## config.mk

```make
export PLATFORM = sky130hd
export DESIGN_NAME = rangefinder_response_framer_top
export DESIGN_NICKNAME = d
export VERILOG_FILES = /design/src/sv/rrf_pkg.sv /design/src/sv/rangefinder_response_framer_top.sv
export SDC_FILE = /design/constraint.sdc
export NUM_CORES = 1
export LEC_CHECK = 0
export BUFFER_PORTS_ARGS = -buffer_cell sky130_fd_sc_hd__buf_2
export CAP_MARGIN = 40
export CORE_MARGIN = 5
export CORE_UTILIZATION = 43
export CTS_CLUSTER_DIAMETER = 100
export DETAILED_ROUTE_END_ITERATION = 10
export PLACE_DENSITY = 0.72
export SLEW_MARGIN = 10
export SYNTH_ARGS = -nofsm -noshare
export SYNTH_HDL_FRONTEND = slang
export SYNTH_SLANG_ARGS = --single-unit
```

## constraint.sdc

```tcl
create_clock -name clk -period 6.27 [get_ports clk]
set_input_delay 0 -clock clk [delete_from_list [all_inputs] [get_ports clk]]
set_output_delay 0 -clock clk [all_outputs]
set_load 0.03 [all_outputs]
```

## src/sv/rrf_pkg.sv

```systemverilog
// ----------------------------------------------------------------------------
// rrf_pkg: shared types and constants for the rangefinder response framer
// Beat payloads, register indexes, microcode format and the CRC byte step.
// ----------------------------------------------------------------------------
package rrf_pkg;

  localparam int FRAME_BYTES = 25;
  localparam int STEP_W      = 5;

  localparam logic [7:0]  FUNC_CODE = 8'h04;
  localparam logic [7:0]  LEN_BYTE  = 8'd25;
  localparam logic [15:0] CRC_POLY  = 16'hA001;
  localparam logic [15:0] CRC_INIT  = 16'hFFFF;

  localparam logic [7:0]  RST_ADDR = 8'd1;
  localparam logic [15:0] RST_TEMP = 16'd1245;
  localparam logic [15:0] RST_DETS = 16'd1;
  localparam logic [15:0] RST_AMPL = 16'd37;

  localparam logic [7:0] REG_ADDR = 8'd0;
  localparam logic [7:0] REG_TEMP = 8'd1;
  localparam logic [7:0] REG_DETS = 8'd2;
  localparam logic [7:0] REG_AMPL = 8'd3;

  typedef struct packed {
    logic [15:0] altitude_cm;
    logic [31:0] time_ms;
  } in_item_t;

  typedef struct packed {
    logic [7:0] out_byte;
    logic       frame_last;
  } out_item_t;

  typedef enum logic [3:0] {
    SRC_ADDR, SRC_FUNC, SRC_LEN,
    SRC_T2, SRC_T3, SRC_T0, SRC_T1,
    SRC_TEMP_LO, SRC_TEMP_HI, SRC_DETS_HI, SRC_DETS_LO,
    SRC_DIST_HI, SRC_DIST_LO, SRC_AMPL_HI, SRC_AMPL_LO,
    SRC_CRC_LO
  } src_t;

  // One control word per step. crc_en folds the byte into the CRC;
  // last ends the program and jumps back to idle.
  typedef struct packed {
    src_t src;
    logic hi;
    logic crc_en;
    logic last;
  } ctrl_word_t;

  function automatic ctrl_word_t microcode(input logic [STEP_W-1:0] step);
    ctrl_word_t w;
    w = '{src: SRC_ADDR, hi: 1'b0, crc_en: 1'b1, last: 1'b0};
    unique case (step)
      5'd0:  w.src = SRC_ADDR;
      5'd1:  w.src = SRC_FUNC;
      5'd2:  w.src = SRC_LEN;
      5'd3:  w.src = SRC_T2;
      5'd4:  w.src = SRC_T3;
      5'd5:  w.src = SRC_T0;
      5'd6:  w.src = SRC_T1;
      5'd7:  w.src = SRC_TEMP_LO;
      5'd8:  w.src = SRC_TEMP_HI;
      5'd9:  w.src = SRC_DETS_HI;
      5'd10: w.src = SRC_DETS_LO;
      5'd11, 5'd15, 5'd19: w.src = SRC_DIST_HI;
      5'd12, 5'd16, 5'd20: w.src = SRC_DIST_LO;
      5'd13, 5'd17, 5'd21: w.src = SRC_AMPL_HI;
      5'd14, 5'd18, 5'd22: w.src = SRC_AMPL_LO;
      5'd23: w = '{src: SRC_CRC_LO, hi: 1'b0, crc_en: 1'b0, last: 1'b0};
      5'd24: w = '{src: SRC_CRC_LO, hi: 1'b1, crc_en: 1'b0, last: 1'b1};
      default: w = '{src: SRC_ADDR, hi: 1'b0, crc_en: 1'b0, last: 1'b1};
    endcase
    return w;
  endfunction

  // CRC-16/MODBUS, one byte: eight shift steps on the reflected register.
  function automatic logic [15:0] crc_byte(input logic [15:0] crc_in,
                                           input logic [7:0]  data);
    logic [15:0] c;
    c = crc_in ^ {8'h00, data};
    for (int b = 0; b < 8; b++) begin
      c = c[0] ? ((c >> 1) ^ CRC_POLY) : (c >> 1);
    end
    return c;
  endfunction

endpackage

```

## src/sv/rangefinder_response_framer_top.sv

```systemverilog
// ----------------------------------------------------------------------------
// rangefinder_response_framer_top: Modbus RTU read-input-registers framer
// Turns one altitude/timestamp beat into a 25-byte response with CRC-16.
// ----------------------------------------------------------------------------
//
//  channel | ports                          | direction | beat
//  --------+--------------------------------+-----------+-------------------------
//  in      | in_valid/in_ready/in_data      | sink      | altitude_cm, time_ms
//  out     | out_valid/out_ready/out_data   | source    | out_byte, frame_last
//  cfg     | cfg_valid/cfg_ready/cfg_index, | sink      | register write
//          | cfg_data                       |           |
//
//  Each input beat yields 25 output beats, at most one per cycle; the step
//  counter of the microcode sequencer sets the pace, and the next input beat
//  can be taken the cycle after the last byte is loaded, so a new item is
//  not accepted while a frame is in progress.
//  Reset (rst_n low, synchronous) returns the sequencer to idle, empties the
//  output register and loads the register defaults.
//  A stall on out_ready holds the output register and freezes the step
//  counter; nothing is dropped.
//
module rangefinder_response_framer_top (
  input  logic               clk,
  input  logic               rst_n,
  input  logic               in_valid,
  output logic               in_ready,
  input  rrf_pkg::in_item_t  in_data,
  output logic               out_valid,
  input  logic               out_ready,
  output rrf_pkg::out_item_t out_data,
  input  logic               cfg_valid,
  output logic               cfg_ready,
  input  logic [7:0]         cfg_index,
  input  logic [15:0]        cfg_data
);
  import rrf_pkg::*;

  // Configuration registers
  logic [7:0]  addr_r;
  logic [15:0] temp_r, dets_r, ampl_r;

  // Sequencer state
  logic              busy_r;
  logic [STEP_W-1:0] step_r;
  logic [15:0]       crc_r;

  // Captured item: timestamp and the scaled distance in millimetres
  logic [31:0] time_r;
  logic [15:0] dist_r;

  // Output register
  logic      out_valid_r;
  out_item_t out_data_r;

  logic       in_fire, out_fire, load;
  ctrl_word_t cw;
  logic [7:0] byte_sel;
  logic [15:0] dist_nxt;

  assign cfg_ready = 1'b1;
  assign in_ready  = !busy_r;
  assign in_fire   = in_valid && in_ready;
  assign out_fire  = out_valid_r && out_ready;
  // Advance one step whenever the output register is free or draining.
  assign load      = busy_r && (!out_valid_r || out_ready);

  assign out_valid = out_valid_r;
  assign out_data  = out_data_r;

  // altitude * 10 = (a << 3) + (a << 1), wrapped to 16 bits
  assign dist_nxt = {in_data.altitude_cm[12:0], 3'b000}
                  + {in_data.altitude_cm[14:0], 1'b0};

  // Fetch the control word for this step.
  assign cw = microcode(step_r);

  // Byte mux driven by the control word.
  always_comb begin
    unique case (cw.src)
      SRC_ADDR:    byte_sel = addr_r;
      SRC_FUNC:    byte_sel = FUNC_CODE;
      SRC_LEN:     byte_sel = LEN_BYTE;
      SRC_T2:      byte_sel = time_r[23:16];
      SRC_T3:      byte_sel = time_r[31:24];
      SRC_T0:      byte_sel = time_r[7:0];
      SRC_T1:      byte_sel = time_r[15:8];
      SRC_TEMP_LO: byte_sel = temp_r[7:0];
      SRC_TEMP_HI: byte_sel = temp_r[15:8];
      SRC_DETS_HI: byte_sel = dets_r[15:8];
      SRC_DETS_LO: byte_sel = dets_r[7:0];
      SRC_DIST_HI: byte_sel = dist_r[15:8];
      SRC_DIST_LO: byte_sel = dist_r[7:0];
      SRC_AMPL_HI: byte_sel = ampl_r[15:8];
      SRC_AMPL_LO: byte_sel = ampl_r[7:0];
      SRC_CRC_LO:  byte_sel = cw.hi ? crc_r[15:8] : crc_r[7:0];
      default:     byte_sel = 8'h00;
    endcase
  end

  // Register file: out-of-range indexes drop the write.
  always_ff @(posedge clk) begin
    if (!rst_n) begin
      addr_r <= RST_ADDR;
      temp_r <= RST_TEMP;
      dets_r <= RST_DETS;
      ampl_r <= RST_AMPL;
    end else if (cfg_valid && cfg_ready) begin
      unique case (cfg_index)
        REG_ADDR: addr_r <= cfg_data[7:0];
        REG_TEMP: temp_r <= cfg_data;
        REG_DETS: dets_r <= cfg_data;
        REG_AMPL: ampl_r <= cfg_data;
        default: ;
      endcase
    end
  end

  // Sequencer: start at step 0 on accept, jump back to idle on the last step.
  always_ff @(posedge clk) begin
    if (!rst_n) begin
      busy_r <= 1'b0;
      step_r <= '0;
      crc_r  <= CRC_INIT;
    end else if (in_fire) begin
      busy_r <= 1'b1;
      step_r <= '0;
      crc_r  <= CRC_INIT;
    end else if (load) begin
      if (cw.crc_en) begin
        crc_r <= crc_byte(crc_r, byte_sel);
      end
      if (cw.last) begin
        busy_r <= 1'b0;
        step_r <= '0;
      end else begin
        step_r <= step_r + 1'b1;
      end
    end
  end

  // Capture the item payload; hold it for the whole frame.
  always_ff @(posedge clk) begin
    if (in_fire) begin
      time_r <= in_data.time_ms;
      dist_r <= dist_nxt;
    end
  end

  // Output register: load a byte per step, drop valid once taken.
  always_ff @(posedge clk) begin
    if (!rst_n) begin
      out_valid_r <= 1'b0;
    end else if (load) begin
      out_valid_r <= 1'b1;
    end else if (out_fire) begin
      out_valid_r <= 1'b0;
    end
  end

  always_ff @(posedge clk) begin
    if (load) begin
      out_data_r.out_byte   <= byte_sel;
      out_data_r.frame_last <= cw.last;
    end
  end

  // A new frame starts at step 0 with a fresh CRC.
  a_start: assert property (@(posedge clk) disable iff (!rst_n)
    in_fire |=> busy_r && step_r == '0 && crc_r == CRC_INIT)
    else $error("frame did not start at step 0 with CRC init");

  // The step counter never runs past the program.
  a_step_range: assert property (@(posedge clk) disable iff (!rst_n)
    step_r < STEP_W'(FRAME_BYTES))
    else $error("step counter out of range");

  // The last-step load ends the frame and frees the input side.
  a_last_ends: assert property (@(posedge clk) disable iff (!rst_n)
    load && cw.last |=> !busy_r && out_valid_r && out_data_r.frame_last)
    else $error("last step did not end the frame");

  // The first byte of every frame carries the device address.
  a_first_byte: assert property (@(posedge clk) disable iff (!rst_n)
    load && step_r == '0 |=> out_data_r.out_byte == $past(addr_r)
                             && !out_data_r.frame_last)
    else $error("first byte is not the device address");

endmodule
```

==> reports/results.ini, run 1 <==
[sta]
rsz0062_at_grt=no
worst_slew_pin_slew_ns=0.8181
layout_min_cycle_time_ns=4.826
fin_skew_ns=0.008318
slew_headroom_pct=45.26
max_freq_mhz=207.2
hold_viol_final=0
drv_slew=0
setup_viol=0
setup_tns_ns=0
period_share_pct=76.97

[grt]
grt_pass1_wl_um=32290
grt_usage_pct=21.16
grt_pass1_vias=5968
grt_max_degree=61
antenna_found_initial=0
grt_overflow_total=0

[logic_synthesis]
synth-edff-count=56
ys_types=84
synth_area_leader_cell=edfxtp_1
ys_seq_area_share_pct=45.94
synth_ff_type=dfxtp_1
synth_cells=734
yosysTopAreaCellShare_pct=23.67
netlist_area_um2=7103
yosysMostFrequentCell=nand2_1
ys_seq_elements=135
syn_avg_cell_area_um2=9.677
yosys-top-cells-area=edfxtp_1 24%, dfxtp_1 22%, nand2_1 7.8%, a21boi_0 4.4%, ha_1 3.3%
synth_warnings=0
netlist_top_cells_count=147 x nand2_1, 79 x dfxtp_1, 56 x edfxtp_1
syn_nets=831
async_flop_share_pct=0

[routing]
dr.pass1.iters=6
viasPerCell=5.555
vias=6072
antenna_left=0
drc=0
wl_per_cell_um=18.27
drt_wl_total_um=19970
drt_iter0_drc=622

[setup_path]
path_class=flip-flop to flip-flop
cp_slowest_cell=dfxtp_1
crit_chain=inv_1, ha_1, nor3_2, buf_4, nand4_1, nor4_2, a22o_1, nor4_1, a31oi_1, xnor2_1, xnor2_2, xnor3_2, xnor2_1, a22oi_1
cpPeakStageDelay_ns=0.71
worstPathMaxFanout=17
end_kind=flip-flop
startpoint_type=flip-flop
crit_top_cell=xnor2_1
worstPathArrival_ns=5.13
critPathRequiredTime_ns=6.57

[clocking]
clockRootBuffer=clkbuf_16
htreeDepth=4
cts_resized=0
tritoncts=built
postCtsHoldBufs=54
cts_sinks=135
clk_pin_slew_worst_paths_ns=0.07
clock_latency_ns=0.44
postCtsSetupRepairBufs=0
clockBufferDepth=2
numCtsBuffers=17

[layout]
n_fill_cell=1429
area_growth_pct=24.50
fin_area_um2=8843
drive_gt1_share_pct=19.01
antenna_cells=0
nNetsFinal=957

[placement]
port_buffers=86
globalplace.congestion=0.9823
dp_hpwl_um=13730
place_area_um2=7699

[floorplan]
fp.coreArea_um2=16410
die_h_um=138.5
top_level_ports=89
start_util_pct=43.29
dieArea_um2=19190
die_width_um=138.5
row_count=47

[run]
maxCapViolCount=0

[power]
p_leak_nw=3.408
ir_drop_mv=0.1967
powerDensity_nw_per_um2=260.5

[status]
status=completed

[hold_path]
min_path_type=input port to flip-flop

metal layers:
metal	routed length (um)	global-route usage, %
met1	8482	27.14
met2	9484	35.12
met3	1413	5.110
met4	593	7.228
met5	0	0
registers in the layout, summed over array words and instances (netlist names):
register / count
dist_r: 15
addr_r: 8
out_valid: 1
crc_r: 16
time_r: 32
dets_r: 16
step_r: 5
out_data: 9
busy_r: 1
ampl_r: 16
temp_r: 16
area by class of cell:
cell class / instances / area [um^2] / share of cell area [%]
well taps: 220 / 275.3 / 3.113
clock buffers: 17 / 425.4 / 4.810
inverters: 15 / 56.30 / 0.6367
repair buffers: 150 / 1057 / 11.96
flip-flops and latches: 135 / 3263 / 36.90
multi-input cells: 541 / 3587 / 40.56
clock inverters: 15 / 178.9 / 2.023
cell usage in the layout, fill, tap and decap left out, types with 22 or more instances in the layout:
master         count
nand2_1          147
mux2i_1           22
edfxtp_1          56
a21boi_0          42
dfxtp_1           79
nor2_1            32
a21oi_1           26
nand3_1           37
dlygate4sd3_1     54
buf_2             86
logic make-up after synthesis:
| group | count (synthesis) | share of synthesized area (%) |
|---|---|---|
| AOI/OAI and AO/OA | 168 | 17.90 |
| muxes | 25 | 3.576 |
| buffers and inverters | 58 | 3.664 |
| other | 1 | 0.05279 |
| xor gates and xnor gates | 35 | 5.109 |
| and+or+nand+nor | 292 | 20.13 |
| adders and majority gates | 20 | 3.629 |
| DFF | 135 | 45.94 |
through the flow:
stage / utilization (%) / setup WS [ns] / instances / power (mW) / hold WS [ns]
2_1_floorplan: - / 2.323 / 734 / 1.213 / 0.09887
3_3_place_gp: 46.67 / 1.594 / 1003 / 1.297 / 0.1769
3_5_place_dp: 46.92 / 1.604 / 1007 / 1.302 / 0.1781
4_1_cts: 53.90 / 1.563 / 1093 / 2.311 / 0.0003954
5_1_grt: 53.90 / 1.102 / 1093 / 2.390 / 0.02052
6_report: 53.90 / 1.444 / 1093 / 2.304 / 0.003968
worst max-delay path, delay by kind of cell (launching register included):
family	cells	cell delay (ns)
flops	1	0.71
simple gates	4	1.32
xor+xnor	4	1.11
fa+ha+maj	1	0.34
compound gates	3	0.75
buf+inv	2	0.45
final timing paths:
path / startpoint / to / slack (ns) / depth (start not counted)
max: step_r[4] / crc_r[0] / 1.44 / 14
min: in_data[44] / dist_r[15] / 0.004 / 3
max reg2reg: step_r[4] / crc_r[0] / 1.44 / 14
min reg2reg: ampl_r[11] / ampl_r[11] / 0.46 / 2
where the power goes:
| group | total, mW | leakage (nW) | switching (mW) | internal, mW |
|---|---|---|---|---|
| registers | 0.983 | 1.17 | 0.0213 | 0.962 |
| logic | 0.331 | 1.94 | 0.178 | 0.153 |
| clock network | 0.990 | 0.295 | 0.452 | 0.538 |
(Power assumes the default switching activity.)
==> inputs of run 2 (changes only) <==
PLACE_DENSITY = 0.74   (was 0.72)
clock period = 4.34 ns   (was 6.27 ns; I/O delays follow)
==> run 2 against run 1 <==
Against the previous run: global-route usage increased by 0.092 points; register-to-register slack got worse by 1.2 ns; via count increased by 1.8%; largest cell class unchanged; clock power increased by 53%.
==> reports/results.ini, run 2 (same netlist as run 1, synthesis figures left out) <==
[floorplan]
top_level_ports=89  ; unchanged
die_h_um=138.5  ; unchanged
fp.coreArea_um2=16410  ; unchanged
start_util_pct=43.29  ; unchanged
dieArea_um2=19190  ; unchanged
die_width_um=138.5  ; unchanged
row_count=47  ; unchanged

[routing]
viasPerCell=5.530  ; -0.45%
drt_wl_total_um=20410  ; +2.2%
vias=6183  ; +1.8%
wl_per_cell_um=18.26  ; about the same
drc=0  ; unchanged
antenna_left=0  ; unchanged
dr.pass1.iters=5  ; -1
drt_iter0_drc=570  ; -8.4%

[setup_path]
crit_top_cell=xnor2_1
crit_chain=inv_1, ha_1, or2_1, o21ai_2, nand4_1, nor4_2, buf_4, a32oi_1, o21ai_0, o32a_1, xnor2_1, xnor2_1, xnor3_2, xnor2_1, a22oi_1
path_class=flip-flop to flip-flop
startpoint_type=flip-flop
cpPeakStageDelay_ns=0.45  ; -0.26 ns
worstPathMaxFanout=11  ; -6
worstPathArrival_ns=4.44  ; -0.69 ns
critPathRequiredTime_ns=4.65  ; -1.92 ns
cp_slowest_cell=xnor3_2
end_kind=flip-flop

[power]
p_total_mw=3.419  ; +48%
powerDensity_nw_per_um2=378.0  ; +45%
p_seq_share_pct=41.6  ; -1.1 points
ir_drop_mv=0.3005  ; +53%
switching_share_pct=26.76  ; -1.5 points
combPwrFrac_pct=14.4  ; about the same
internal_power_mw=2.504  ; +51%
p_clk_share_pct=44.0  ; +1.0 points
p_switching_mw=0.9148  ; +41%
p_leak_nw=3.536  ; +3.7%

[clocking]
clockRootBuffer=clkbuf_16
htreeDepth=4  ; unchanged
clk_pin_slew_worst_paths_ns=0.07  ; about the same
numCtsBuffers=17  ; unchanged
cts_resized=0  ; unchanged
clockBufferDepth=2  ; unchanged
cts_sinks=135  ; unchanged
tritoncts=built
clock_latency_ns=0.43  ; about the same

[layout]
final_common_cell=nand2_1
nNetsFinal=982  ; +2.6%
mostFrequentLayoutCells=147 x nand2_1, 86 x buf_2, 79 x dfxtp_1
antenna_cells=0  ; unchanged
regMostFlops=time_r
area_growth_pct=27.34
largest_reg_flops=32  ; unchanged
drive_gt1_share_pct=21.16  ; +2.1 points

[placement]
globalplace.congestion=0.9449  ; -3.8%
port_buffers=86  ; unchanged
dp_hpwl_um=14280  ; +4.0%

[sta]
slew_headroom_pct=43.33  ; -1.9 points
hold_viol_final=0  ; unchanged
setup_tns_ns=0  ; unchanged
period_share_pct=95.34  ; +18 points
fin_skew_ns=0.009365  ; +0.001047 ns
max_freq_mhz=241.7  ; +17%
rsz0062_at_grt=no
drv_slew=0  ; unchanged
layout_min_cycle_time_ns=4.138  ; -0.6877 ns
worst_slew_pin_slew_ns=0.8501  ; +0.03201 ns
setup_viol=0  ; unchanged

[grt]
antenna_found_initial=0  ; unchanged
grt_pass1_vias=5957  ; -0.18%
grt_max_degree=61  ; unchanged
grt_pass1_wl_um=31910  ; -1.2%
grt_usage_pct=21.25  ; +0.092 points
grt_overflow_total=0  ; unchanged

[hold_path]
min_path_type=input port to flip-flop

[status]
status=completed

[run]
maxCapViolCount=0  ; unchanged

run 2: cell count changes in the layout (fill, tap and decap cells not counted), sizes merged:
cell	change
buf	+24
clkinv	-4
bufinv	+2
clkinvlp	+1
dlygate4sd3	+1
inv	+1
run 2: cell type report:
type                    count  area [um^2]
well taps                 220        275.3
inverters                  15        56.30
fillers                  1420         7362
clock inverters            15        197.7
repair buffers            175         1240
clock buffers              17        425.4
flip-flops and latches    135         3263
multi-input cells         541         3587
run 2: power groups by stage:
stage          clock, mW  combinational (mW)  sequential (mW)
6_report            1.51               0.493             1.42
3_5_place_dp           0               0.445             1.45
2_1_floorplan          0               0.301             1.45
4_1_cts             1.52               0.486             1.42
3_3_place_gp           0               0.441             1.45
5_1_grt             1.59               0.532             1.42
run 2: final timing paths:
kind | to | cells past startpoint | from | slack (ns)
worst min register to register | temp_r[1] | 2 | temp_r[1] | 0.47
worst min-delay path | dist_r[14] | 3 | in_data[45] | 0.03
worst max-delay path | crc_r[0] | 15 | step_r[0] | 0.20
worst max register to register | crc_r[0] | 15 | step_r[0] | 0.20
run 2: layer usage:
| metal | wire (um) | vias up | track usage (%) |
|---|---|---|---|
| met3 | 1318 | 58 | 5.214 |
| li1 | - | 2935 | - |
| met5 | 0 | - | 0 |
| met1 | 8752 | 2945 | 27.19 |
| met4 | 978 | 0 | 11.49 |
| met2 | 9361 | 245 | 33.20 |
run 2: critical path, delay by kind of cell (launching register included):
kind / cells / cell delay [ns]
AND/OR/NAND/NOR: 3 / 1.04
XOR/XNOR: 4 / 1.04
adder cells (fa/ha/maj): 1 / 0.34
AO/OA/AOI/OAI: 5 / 0.82
buffers and inverters: 2 / 0.32
flip-flops: 1 / 0.43
run 2: timing repair:
item | in CTS | in global routing
endpoints found under the setup margin | 0 | 2
hold buffers | 55 | 0
hold endpoints to repair | 94 | 0
setup buffers | 0 | 1
run 2: metrics by stage:
| stage | hold WS (ns) | setup slack [ns] | utilization [%] | area [um^2] | cells |
|---|---|---|---|---|---|
| finish | 0.02683 | 0.2020 | 55.13 | 9045 | 1118 |
| floorplan | 0.09887 | 0.3931 | - | 7103 | 734 |
| CTS | 0.01366 | 0.2067 | 55.08 | 9037 | 1117 |
| global route | 0.04773 | 0.004943 | 55.13 | 9045 | 1118 |
| detailed placement | 0.1781 | 0.2373 | 47.93 | 7864 | 1030 |
| global placement | 0.1775 | 0.2494 | 47.82 | 7845 | 1028 |
